### src/rtl/core/ile_pkg.sv
// Types, constants and codes shared by the indexed list engine.
`timescale 1ns / 1ps
package ile_pkg;

	localparam int CAPACITY = 64;
	localparam int SLOT_W   = $clog2(CAPACITY);
	localparam int CNT_W    = $clog2(CAPACITY + 1);
	localparam int CMD_W    = 3;
	localparam int INDEX_W  = 16;
	localparam int VALUE_W  = 32;
	localparam int STATUS_W = 2;
	localparam int ENTRY_W  = 7;

	localparam logic signed [VALUE_W-1:0] RD_INVALID = -32'sd1;

	typedef logic [SLOT_W-1:0] slot_t;
	typedef logic [CNT_W-1:0]  cnt_t;

	typedef enum logic [CMD_W-1:0] {
		CMD_GET    = 3'd0,
		CMD_HEAD   = 3'd1,
		CMD_TAIL   = 3'd2,
		CMD_BEFORE = 3'd3,
		CMD_DEL    = 3'd4
	} ile_cmd_t;

	typedef enum logic [STATUS_W-1:0] {
		ST_DONE  = 2'd0,
		ST_RANGE = 2'd1,
		ST_FULL  = 2'd2
	} ile_status_t;

	typedef enum logic [3:0] {
		S_IDLE,
		S_WALK,
		S_GET_D,
		S_INS_A,
		S_INS_B,
		S_INS_C,
		S_INS_D,
		S_DEL_S,
		S_DEL_P,
		S_DEL_N,
		S_DEL_F,
		S_DONE
	} ile_state_t;

	typedef struct packed {
		logic [CMD_W-1:0]          command;
		logic signed [INDEX_W-1:0] index;
		logic signed [VALUE_W-1:0] value;
	} ile_cmd_item_t;

	typedef struct packed {
		logic signed [VALUE_W-1:0] read_value;
		logic [STATUS_W-1:0]       status;
		logic [ENTRY_W-1:0]        entry_count;
	} ile_rsp_item_t;

endpackage

### src/rtl/core/indexed_list_engine.sv
// Top level of the indexed list engine: linked-list storage, walker and command sequencer.
`timescale 1ns / 1ps
// Usage
//   Command channel (cmd_valid / cmd_ready / cmd): one transfer carries a command code,
//   a signed 16-bit index and a signed 32-bit value. Response channel (rsp_valid /
//   rsp_ready / rsp): every command gives exactly one response transfer with the value
//   read, a status and the entry count after the command.
//   Commands run one at a time. cmd_ready is high while the sequencer is idle, also
//   while an earlier response still sits in the output register.
//   A rejected or unused command goes straight to its result. A get, an insert at a
//   position p > 0 and a delete at p > 0 walk along the link memory, one link read per
//   cycle through its registered read port; an insert or a delete at position 0 needs
//   no walk. The next command can transfer in the cycle after the result loads.
//   Reset (arst_n low) empties the list and puts every slot on the free chain in order;
//   per-slot valid bits stand in for the initial link values, so no clearing pass runs.
//   A stalled receiver holds the response in the output register; the next command is
//   taken and worked, and its result waits until the register frees.
module indexed_list_engine
	import ile_pkg::*;
(
	input  logic          clk,
	input  logic          arst_n,
	input  logic          cmd_valid,
	output logic          cmd_ready,
	input  ile_cmd_item_t cmd,
	output logic          rsp_valid,
	input  logic          rsp_ready,
	output ile_rsp_item_t rsp
);

	// Sequencer state
	ile_state_t state_q, state_d;

	// List bookkeeping
	slot_t head_q;
	slot_t free_q;
	cnt_t  cnt_q;
	cnt_t  cnt_new;

	// Command context
	logic [CMD_W-1:0]          cmd_q;
	logic signed [VALUE_W-1:0] val_q;
	cnt_t                      pos_q;
	slot_t                     rem_q;
	slot_t                     cur_q;
	logic                      walk_first_q;
	slot_t                     s_q;
	slot_t                     prev_q;
	ile_status_t               res_st_q;
	logic signed [VALUE_W-1:0] res_rd_q;

	// Output register
	logic          rsp_valid_q;
	ile_rsp_item_t rsp_q;
	logic          rsp_ld;

	// Link memory, with valid bits that stand in for the reset free chain
	slot_t              lk_mem [CAPACITY];
	logic [CAPACITY-1:0] lk_vld_q;
	logic               lk_re;
	slot_t              lk_raddr;
	logic               lk_we;
	slot_t              lk_waddr;
	slot_t              lk_wdata;
	slot_t              lk_rd_s1;
	logic               lk_vld_s1;
	slot_t              lk_ra_s1;
	slot_t              lk_rdata;

	// Entry memory, undefined until written
	logic signed [VALUE_W-1:0] ls_mem [CAPACITY];
	logic                      ls_we;
	logic                      ls_re;
	logic signed [VALUE_W-1:0] ls_rd_s1;

	// Walk pointer: the held start slot on the first step, then the link just read
	slot_t walk_cur;

	// Command decode at the transfer
	logic                      idx_neg;
	logic                      in_list;
	logic                      above_cnt;
	logic                      full;
	ile_status_t               acc_st;
	ile_state_t                acc_state;
	cnt_t                      acc_pos;
	slot_t                     acc_rem;
	logic signed [VALUE_W-1:0] acc_rd;
	logic                      is_ins_q;

	// An entry that was never written still links to the next slot, as after reset
	assign lk_rdata = lk_vld_s1 ? lk_rd_s1 : (lk_ra_s1 + SLOT_W'(1));
	assign walk_cur = walk_first_q ? cur_q : lk_rdata;

	assign cmd_ready = (state_q == S_IDLE);
	assign rsp_valid = rsp_valid_q;
	assign rsp       = rsp_q;

	assign rsp_ld = (state_q == S_DONE) && (!rsp_valid_q || rsp_ready);

	assign is_ins_q = (cmd_q == CMD_HEAD) || (cmd_q == CMD_TAIL) || (cmd_q == CMD_BEFORE);

	// Count after the command: grow on a finished insert, shrink on a finished delete
	always_comb begin
		cnt_new = cnt_q;
		if (res_st_q == ST_DONE) begin
			if (is_ins_q) begin
				cnt_new = cnt_q + CNT_W'(1);
			end else if (cmd_q == CMD_DEL) begin
				cnt_new = cnt_q - CNT_W'(1);
			end
		end
	end

	// Classify the offered command against the current count
	always_comb begin
		idx_neg   = cmd.index[INDEX_W-1];
		in_list   = !idx_neg && ($unsigned(cmd.index) < INDEX_W'(cnt_q));
		above_cnt = !idx_neg && ($unsigned(cmd.index) > INDEX_W'(cnt_q));
		full      = (cnt_q == CNT_W'(CAPACITY));
		acc_st    = ST_DONE;
		acc_state = S_DONE;
		acc_pos   = '0;
		acc_rem   = '0;
		acc_rd    = '0;
		case (cmd.command)
			CMD_GET: begin
				if (in_list) begin
					acc_pos   = CNT_W'($unsigned(cmd.index));
					acc_rem   = SLOT_W'($unsigned(cmd.index));
					acc_state = S_WALK;
				end else begin
					acc_st = ST_RANGE;
					acc_rd = RD_INVALID;
				end
			end
			CMD_HEAD: begin
				if (full) begin
					acc_st = ST_FULL;
				end else begin
					acc_state = S_INS_A;
				end
			end
			CMD_TAIL: begin
				if (full) begin
					acc_st = ST_FULL;
				end else begin
					acc_pos   = cnt_q;
					acc_state = S_INS_A;
				end
			end
			CMD_BEFORE: begin
				if (above_cnt) begin
					acc_st = ST_RANGE;
				end else if (full) begin
					acc_st = ST_FULL;
				end else begin
					acc_pos   = idx_neg ? '0 : CNT_W'($unsigned(cmd.index));
					acc_state = S_INS_A;
				end
			end
			CMD_DEL: begin
				if (in_list) begin
					acc_pos = CNT_W'($unsigned(cmd.index));
					// walk to the predecessor; position 0 unlinks the head directly
					acc_rem   = SLOT_W'($unsigned(cmd.index)) - SLOT_W'(1);
					acc_state = (cmd.index == '0) ? S_DEL_S : S_WALK;
				end else begin
					acc_st = ST_RANGE;
				end
			end
			default: begin
				acc_st = ST_DONE;
			end
		endcase
	end

	// Next state and memory controls
	always_comb begin
		state_d  = state_q;
		lk_re    = 1'b0;
		lk_raddr = walk_cur;
		lk_we    = 1'b0;
		lk_waddr = s_q;
		lk_wdata = free_q;
		ls_we    = 1'b0;
		ls_re    = 1'b0;
		case (state_q)
			S_IDLE: begin
				if (cmd_valid) begin
					state_d = acc_state;
				end
			end
			S_WALK: begin
				// one link read per cycle until the target slot is reached
				if (rem_q == '0) begin
					if (cmd_q == CMD_GET) begin
						ls_re   = 1'b1;
						state_d = S_GET_D;
					end else if (cmd_q == CMD_DEL) begin
						lk_re   = 1'b1;
						state_d = S_DEL_P;
					end else begin
						lk_re   = 1'b1;
						state_d = S_INS_C;
					end
				end else begin
					lk_re = 1'b1;
				end
			end
			S_GET_D: begin
				state_d = S_DONE;
			end
			S_INS_A: begin
				// store the value in the free slot, fetch its link to advance the free chain
				ls_we    = 1'b1;
				lk_re    = 1'b1;
				lk_raddr = free_q;
				state_d  = S_INS_B;
			end
			S_INS_B: begin
				if (pos_q == '0) begin
					lk_we    = 1'b1;
					lk_waddr = s_q;
					lk_wdata = head_q;
					state_d  = S_DONE;
				end else begin
					state_d = S_WALK;
				end
			end
			S_INS_C: begin
				lk_we    = 1'b1;
				lk_waddr = s_q;
				lk_wdata = lk_rdata;
				state_d  = S_INS_D;
			end
			S_INS_D: begin
				lk_we    = 1'b1;
				lk_waddr = prev_q;
				lk_wdata = s_q;
				state_d  = S_DONE;
			end
			S_DEL_S: begin
				lk_re    = 1'b1;
				lk_raddr = s_q;
				state_d  = S_DEL_N;
			end
			S_DEL_P: begin
				lk_re    = 1'b1;
				lk_raddr = lk_rdata;
				state_d  = S_DEL_N;
			end
			S_DEL_N: begin
				if (pos_q == '0) begin
					lk_we    = 1'b1;
					lk_waddr = s_q;
					lk_wdata = free_q;
					state_d  = S_DONE;
				end else begin
					lk_we    = 1'b1;
					lk_waddr = prev_q;
					lk_wdata = lk_rdata;
					state_d  = S_DEL_F;
				end
			end
			S_DEL_F: begin
				lk_we    = 1'b1;
				lk_waddr = s_q;
				lk_wdata = free_q;
				state_d  = S_DONE;
			end
			S_DONE: begin
				if (rsp_ld) begin
					state_d = S_IDLE;
				end
			end
			default: begin
				state_d = S_IDLE;
			end
		endcase
	end

	always_ff @(posedge clk or negedge arst_n) begin
		if (!arst_n) begin
			state_q <= S_IDLE;
		end else begin
			state_q <= state_d;
		end
	end

	// Link memory array and registered read
	always_ff @(posedge clk) begin
		if (lk_we) begin
			lk_mem[lk_waddr] <= lk_wdata;
		end
		if (lk_re) begin
			lk_rd_s1 <= lk_mem[lk_raddr];
		end
	end

	always_ff @(posedge clk or negedge arst_n) begin
		if (!arst_n) begin
			lk_vld_q  <= '0;
			lk_vld_s1 <= 1'b0;
			lk_ra_s1  <= '0;
		end else begin
			if (lk_we) begin
				lk_vld_q[lk_waddr] <= 1'b1;
			end
			if (lk_re) begin
				lk_vld_s1 <= lk_vld_q[lk_raddr];
				lk_ra_s1  <= lk_raddr;
			end
		end
	end

	// Entry memory array and registered read
	always_ff @(posedge clk) begin
		if (ls_we) begin
			ls_mem[free_q] <= val_q;
		end
		if (ls_re) begin
			ls_rd_s1 <= ls_mem[walk_cur];
		end
	end

	// List heads, count and output valid
	always_ff @(posedge clk or negedge arst_n) begin
		if (!arst_n) begin
			head_q      <= '0;
			free_q      <= '0;
			cnt_q       <= '0;
			rsp_valid_q <= 1'b0;
		end else begin
			case (state_q)
				S_INS_B: begin
					free_q <= lk_rdata;
					if (pos_q == '0) begin
						head_q <= s_q;
					end
				end
				S_DEL_N: begin
					if (pos_q == '0) begin
						head_q <= lk_rdata;
						free_q <= s_q;
					end
				end
				S_DEL_F: begin
					free_q <= s_q;
				end
				default: begin
				end
			endcase
			if (rsp_ld) begin
				rsp_valid_q <= 1'b1;
				cnt_q       <= cnt_new;
			end else if (rsp_ready) begin
				rsp_valid_q <= 1'b0;
			end
		end
	end

	// Command context and result payload
	always_ff @(posedge clk) begin
		case (state_q)
			S_IDLE: begin
				if (cmd_valid) begin
					cmd_q        <= cmd.command;
					val_q        <= cmd.value;
					pos_q        <= acc_pos;
					rem_q        <= acc_rem;
					cur_q        <= head_q;
					walk_first_q <= 1'b1;
					s_q          <= head_q;
					res_st_q     <= acc_st;
					res_rd_q     <= acc_rd;
				end
			end
			S_WALK: begin
				walk_first_q <= 1'b0;
				if (rem_q == '0) begin
					prev_q <= walk_cur;
				end else begin
					rem_q <= rem_q - SLOT_W'(1);
				end
			end
			S_GET_D: begin
				res_rd_q <= ls_rd_s1;
			end
			S_INS_A: begin
				s_q <= free_q;
			end
			S_INS_B: begin
				// walk to the predecessor of the insert position
				cur_q        <= head_q;
				walk_first_q <= 1'b1;
				rem_q        <= SLOT_W'(pos_q - CNT_W'(1));
			end
			S_DEL_P: begin
				s_q <= lk_rdata;
			end
			default: begin
			end
		endcase
		if (rsp_ld) begin
			rsp_q.read_value  <= res_rd_q;
			rsp_q.status      <= res_st_q;
			rsp_q.entry_count <= ENTRY_W'(cnt_new);
		end
	end

	// Checks
	a_lk_port: assert property (@(posedge clk) disable iff (!arst_n)
		!(lk_re && lk_we))
		else $error("link memory read and write in the same cycle");

	a_full_cnt: assert property (@(posedge clk) disable iff (!arst_n)
		(state_q == S_DONE && res_st_q == ST_FULL) |-> (cnt_q == CNT_W'(CAPACITY)))
		else $error("full status with room left in the list");

	a_del_cnt: assert property (@(posedge clk) disable iff (!arst_n)
		(state_q == S_DONE && cmd_q == CMD_DEL && res_st_q == ST_DONE) |-> (cnt_q != '0))
		else $error("delete finished on an empty list");

	a_ld_idle: assert property (@(posedge clk) disable iff (!arst_n)
		rsp_ld |=> (state_q == S_IDLE && rsp_valid_q && cnt_q == $past(cnt_new)))
		else $error("result load did not update count and return to idle");

endmodule

### config.mk
export PLATFORM = sky130hd
export DESIGN_NAME = indexed_list_engine
export DESIGN_NICKNAME = d
export VERILOG_FILES = /design/src/rtl/core/ile_pkg.sv /design/src/rtl/core/indexed_list_engine.sv
export SDC_FILE = /design/constraint.sdc
export NUM_CORES = 2
export LEC_CHECK = 0
export BUFFER_PORTS_ARGS = -buffer_cell sky130_fd_sc_hd__buf_4
export CORE_ASPECT_RATIO = 1.25
export CORE_UTILIZATION = 40
export CTS_BUF_LIST = sky130_fd_sc_hd__clkbuf_8 sky130_fd_sc_hd__clkbuf_16
export DETAILED_ROUTE_END_ITERATION = 10
export PLACE_DENSITY = 0.55
export SYNTH_ARGS = -nofsm -noshare
export SYNTH_HDL_FRONTEND = slang
export SYNTH_SLANG_ARGS = --single-unit
### constraint.sdc
create_clock -name clk -period 5.73 [get_ports clk]
set_clock_uncertainty 0.2 [all_clocks]
set_input_delay 1.146 -clock clk [delete_from_list [all_inputs] [get_ports clk]]
set_output_delay 1.146 -clock clk [all_outputs]
set_load 0.005 [all_outputs]
==> flow_summary.toml <==
[status]
status = "finished clean"

[route]
drtPass1Iterations = 5
ant_nets = 0
route.detailed.drc = 0
vias = 57100
drt-total-wl_um = 306000
avgViaCountPerCell = 5.75
drtIter0Drc = 6694
post_drt_wl_per_cell_um = 30.8

[timing]
setup_violations = 0
max_freq_ghz = 0.192
setup_slack_ps = 532
tns_ps = 0
rsz0062_at_grt = "no"
slew_violations = 0
slew_headroom_pct = 24.8
fin_crit_sh_pct = 90.7
hold_violations = 0
finalWorstPathRequiredPeriod_ps = 5200
tightest_slew_ps = 1130

[die]
die_w_um = 463
die_h_um = 578
start_util_pct = 40.2
core-area_sq_um = 264000
row_count = 211
dieArea_sq_um = 267000
pin_count = 98

[clock_tree]
cts_setup_buffers = 0
clock-sinks = 2707
path_clk_slew_ps = 70
ctsResizeCount = 0
htree_num_levels = 5
clock_tree.buffer_depth = 4
cts_buffers = 274
root_buffer = "clkbuf_16"
worstSkewPairLatency_ps = 850
hold_buffers = 0
tritoncts = "built"

[global_route]
track_usage_pct = 22.6
grt_pass1_wl_um = 434000
grt_pass1_vias = 57900
grt_max_degree = 97
gr-total-overflow = 0
antenna_found_initial = 13

[worst_hold_path]
holdCritPathClass = "input pin to asynchronous set/reset pin"

[critical_path]
critPathMaxFanout = 51
cpPeakStageDelay_ps = 890
crit_buf_inv = 2
path_cells = "mux2_8 -> buf_4 -> buf_4 -> mux4_2 -> nand2_1 -> and3_1 -> a311oi_1 -> nor3_1 -> a21oi_1"
endpoint_kind = "flip-flop"
required_ps = 6080
cp_top_family = "multiplexers"
cp_slowest_cell = "nor3_1"
cp.arrival_ps = 5550
critical_path_class = "flip-flop to flip-flop"
crit_top_cell = "buf_4"
worstSetupStartpointType = "flip-flop"

[placed_design]
dp_hpwl_um = 178000
place_inst = 9442
dpl-instance-area_sq_um = 112000
pre_cts_ws_ps = 453
port_buffers = 97
gp_congestion = 0.847

[cells_and_area]
area_growth_pct = 14.0
drive_gt1_share_pct = 22.0
instances_no_fill = 9933
n_fill_cell = 22600
stdcell_area_sq_um = 121000
nNetsFinal = 6272

[flow_run]
maxCapViolCount = 0

[power_and_ir_drop]
p_per_area_nw_per_um2 = 562
power_uw = 67900
max-vdd-ir-drop_uv = 539
seqPwrFrac_pct = 36.2
p_comb_share_pct = 38.4
power_leakage_uw = 0.0398
power.switching_uw = 24900
p_int_uw = 43000
sw_frac_of_total_pct = 36.7
p_clk_share_pct = 25.4

[synthesis]
netlist_instances = 5942
ys.warnings.count = 0
synth_edf_count = 2612
ys_seq_elements = 2707
synth-seq-area-share_pct = 76.2
ys_types = 78
netlist_area_sq_um = 106000
async_flop_share_pct = 3.51
syn_avg_cell_area_sq_um = 17.9
ys.flop_type = "edfxtp_1"
syn_nets = 6010
-- worst reg2reg max path, stage by stage (launching register included) --
cell and delay, ps:
edfxtp_1 830, mux2_8 730, buf_4 760, buf_4 570
mux4_2 580, nand2_1 80, and3_1 150, a311oi_1 70
nor3_1 890, a21oi_1 90
-- final timing paths --
check	startpoint	to	slack, ps	cells after the start
max reg2reg	walk_first_q	ls_rd_s1[2]	530	9
max	walk_first_q	ls_rd_s1[2]	530	9
min	arst_n	cnt_q[4]	160	1
min reg2reg	res_rd_q[27]	rsp[36]	220	0
min in group clk	res_rd_q[27]	rsp[36]	220	0
max in group asynchronous	arst_n	lk_vld_q[12]	3840	2
-- cells in the mapped netlist, types with 20 or more instances --
master / n / area (sq um)
buf_1: 29 / 109
clkbuf_1: 154 / 578
nor2_1: 185 / 694
nand2b_1: 20 / 125
mux4_2: 514 / 11600
o21ai_0: 52 / 260
a31oi_1: 66 / 413
a21oi_1: 94 / 470
buf_2: 146 / 731
nand3_1: 179 / 896
mux2i_1: 22 / 220
a311oi_1: 121 / 1060
and3_1: 173 / 1080
or2_2: 59 / 369
edfxtp_1: 2612 / 78400
nor3_1: 57 / 285
nand2_1: 1082 / 4060
dfrtp_1: 95 / 2380
-- layout make-up --
| class | instances | area, sq um | share of cell area [%] |
|---|---|---|---|
| diodes | 7 | 17.5 | 0.0145 |
| clock buffers | 288 | 7130 | 5.89 |
| clock inverters | 196 | 1370 | 1.13 |
| inverters | 20 | 87.6 | 0.0724 |
| multi-input cells | 2865 | 24300 | 20.1 |
| flip-flops and latches | 2707 | 80800 | 66.8 |
| well taps | 3514 | 4400 | 3.64 |
| repair buffers | 336 | 2860 | 2.37 |
-- registers in the layout, indices dropped and copies added (netlist names), 4 cells and up --
name,flops
val_q,32
lk_rd_s1,6
lk_vld_q,64
lk_mem,384
pos_q,7
res_rd_q,32
head_q,6
cnt_q,7
free_q,6
cur_q,6
state_q,4
prev_q,6
rsp,41
lk_ra_s1,6
rem_q,6
s_q,6
ls_mem,2048
ls_rd_s1,32
-- logic make-up (layout without fill, tap and decap cells) --
family                   Yosys count  in the layout  share of synthesized area [%]
buffers and inverters            370            840                           1.57
AND/OR/NAND/NOR                 1832           1832                           7.62
other                              0              7                              0
adder cells (fa/ha/maj)           13             13                          0.153
multiplexers                     551            551                           11.3
AO/OA/AOI/OAI                    445            445                           2.98
XOR/XNOR                          24             24                          0.198
flip-flops                      2707           2707                           76.2
-- power by group through the flow --
| stage | logic [uW] | clock network, uW | registers (uW) |
|---|---|---|---|
| global placement | 26200 | 0 | 24900 |
| global route | 27700 | 18300 | 24600 |
| detailed placement | 26300 | 0 | 25000 |
| CTS | 26300 | 17600 | 24600 |
| floorplan | 16000 | 0 | 24900 |
| finish | 26100 | 17300 | 24600 |
-- metal layers --
layer,wire [um],global-route usage [%],share of wire [%],vias up
met1,121000,29.3,39,30600
li1,-,-,-,24000
met5,17,0,0.0056,-
met2,154000,39.1,51,2111
met3,17900,2.93,5.9,454
met4,12500,8.25,4.1,2
-- per-stage QoR --
stage	hold slack (ps)	util [%]
floorplan	200	-
global placement	207	42.6
detailed placement	205	42.6
CTS	124	45.8
global route	162	45.8
finish	157	45.8
-- layout by cell type, fill, tap and decap left out, types with 8 or more instances in the layout --
| cell type | Yosys | layout |
|---|---|---|
| a21oi_1 | 94 | 94 |
| a22o_1 | 19 | 19 |
| a311oi_1 | 121 | 121 |
| a31oi_1 | 66 | 66 |
| and3_1 | 173 | 173 |
| buf_12 | 0 | 27 |
| buf_4 | 17 | 309 |
| bufinv_16 | 0 | 17 |
| clkbuf_16 | 0 | 281 |
| clkinv_1 | 1 | 42 |
| clkinv_2 | 0 | 53 |
| dfrtp_1 | 95 | 95 |
| edfxtp_1 | 2612 | 2612 |
| ha_1 | 13 | 13 |
| inv_1 | 17 | 77 |
| inv_6 | 0 | 12 |
| mux2_2 | 13 | 12 |
| mux2i_1 | 22 | 20 |
| mux4_2 | 514 | 514 |
| nand2_1 | 1082 | 1076 |
| nand2b_1 | 20 | 20 |
| nand3_1 | 179 | 179 |
| nand3b_1 | 8 | 8 |
| nor2_1 | 185 | 129 |
| nor2_4 | 0 | 56 |
| nor2b_1 | 11 | 9 |
| nor3_1 | 57 | 48 |
| nor3_2 | 0 | 9 |
| nor4_1 | 8 | 8 |
| o21ai_0 | 52 | 51 |
| o22ai_1 | 12 | 12 |
| o31ai_1 | 9 | 8 |
| or2_1 | 13 | 13 |
| or2_2 | 59 | 59 |
| or3_1 | 9 | 9 |
| xnor2_1 | 14 | 14 |
| xor2_1 | 10 | 10 |
(Power assumes the default switching activity.)
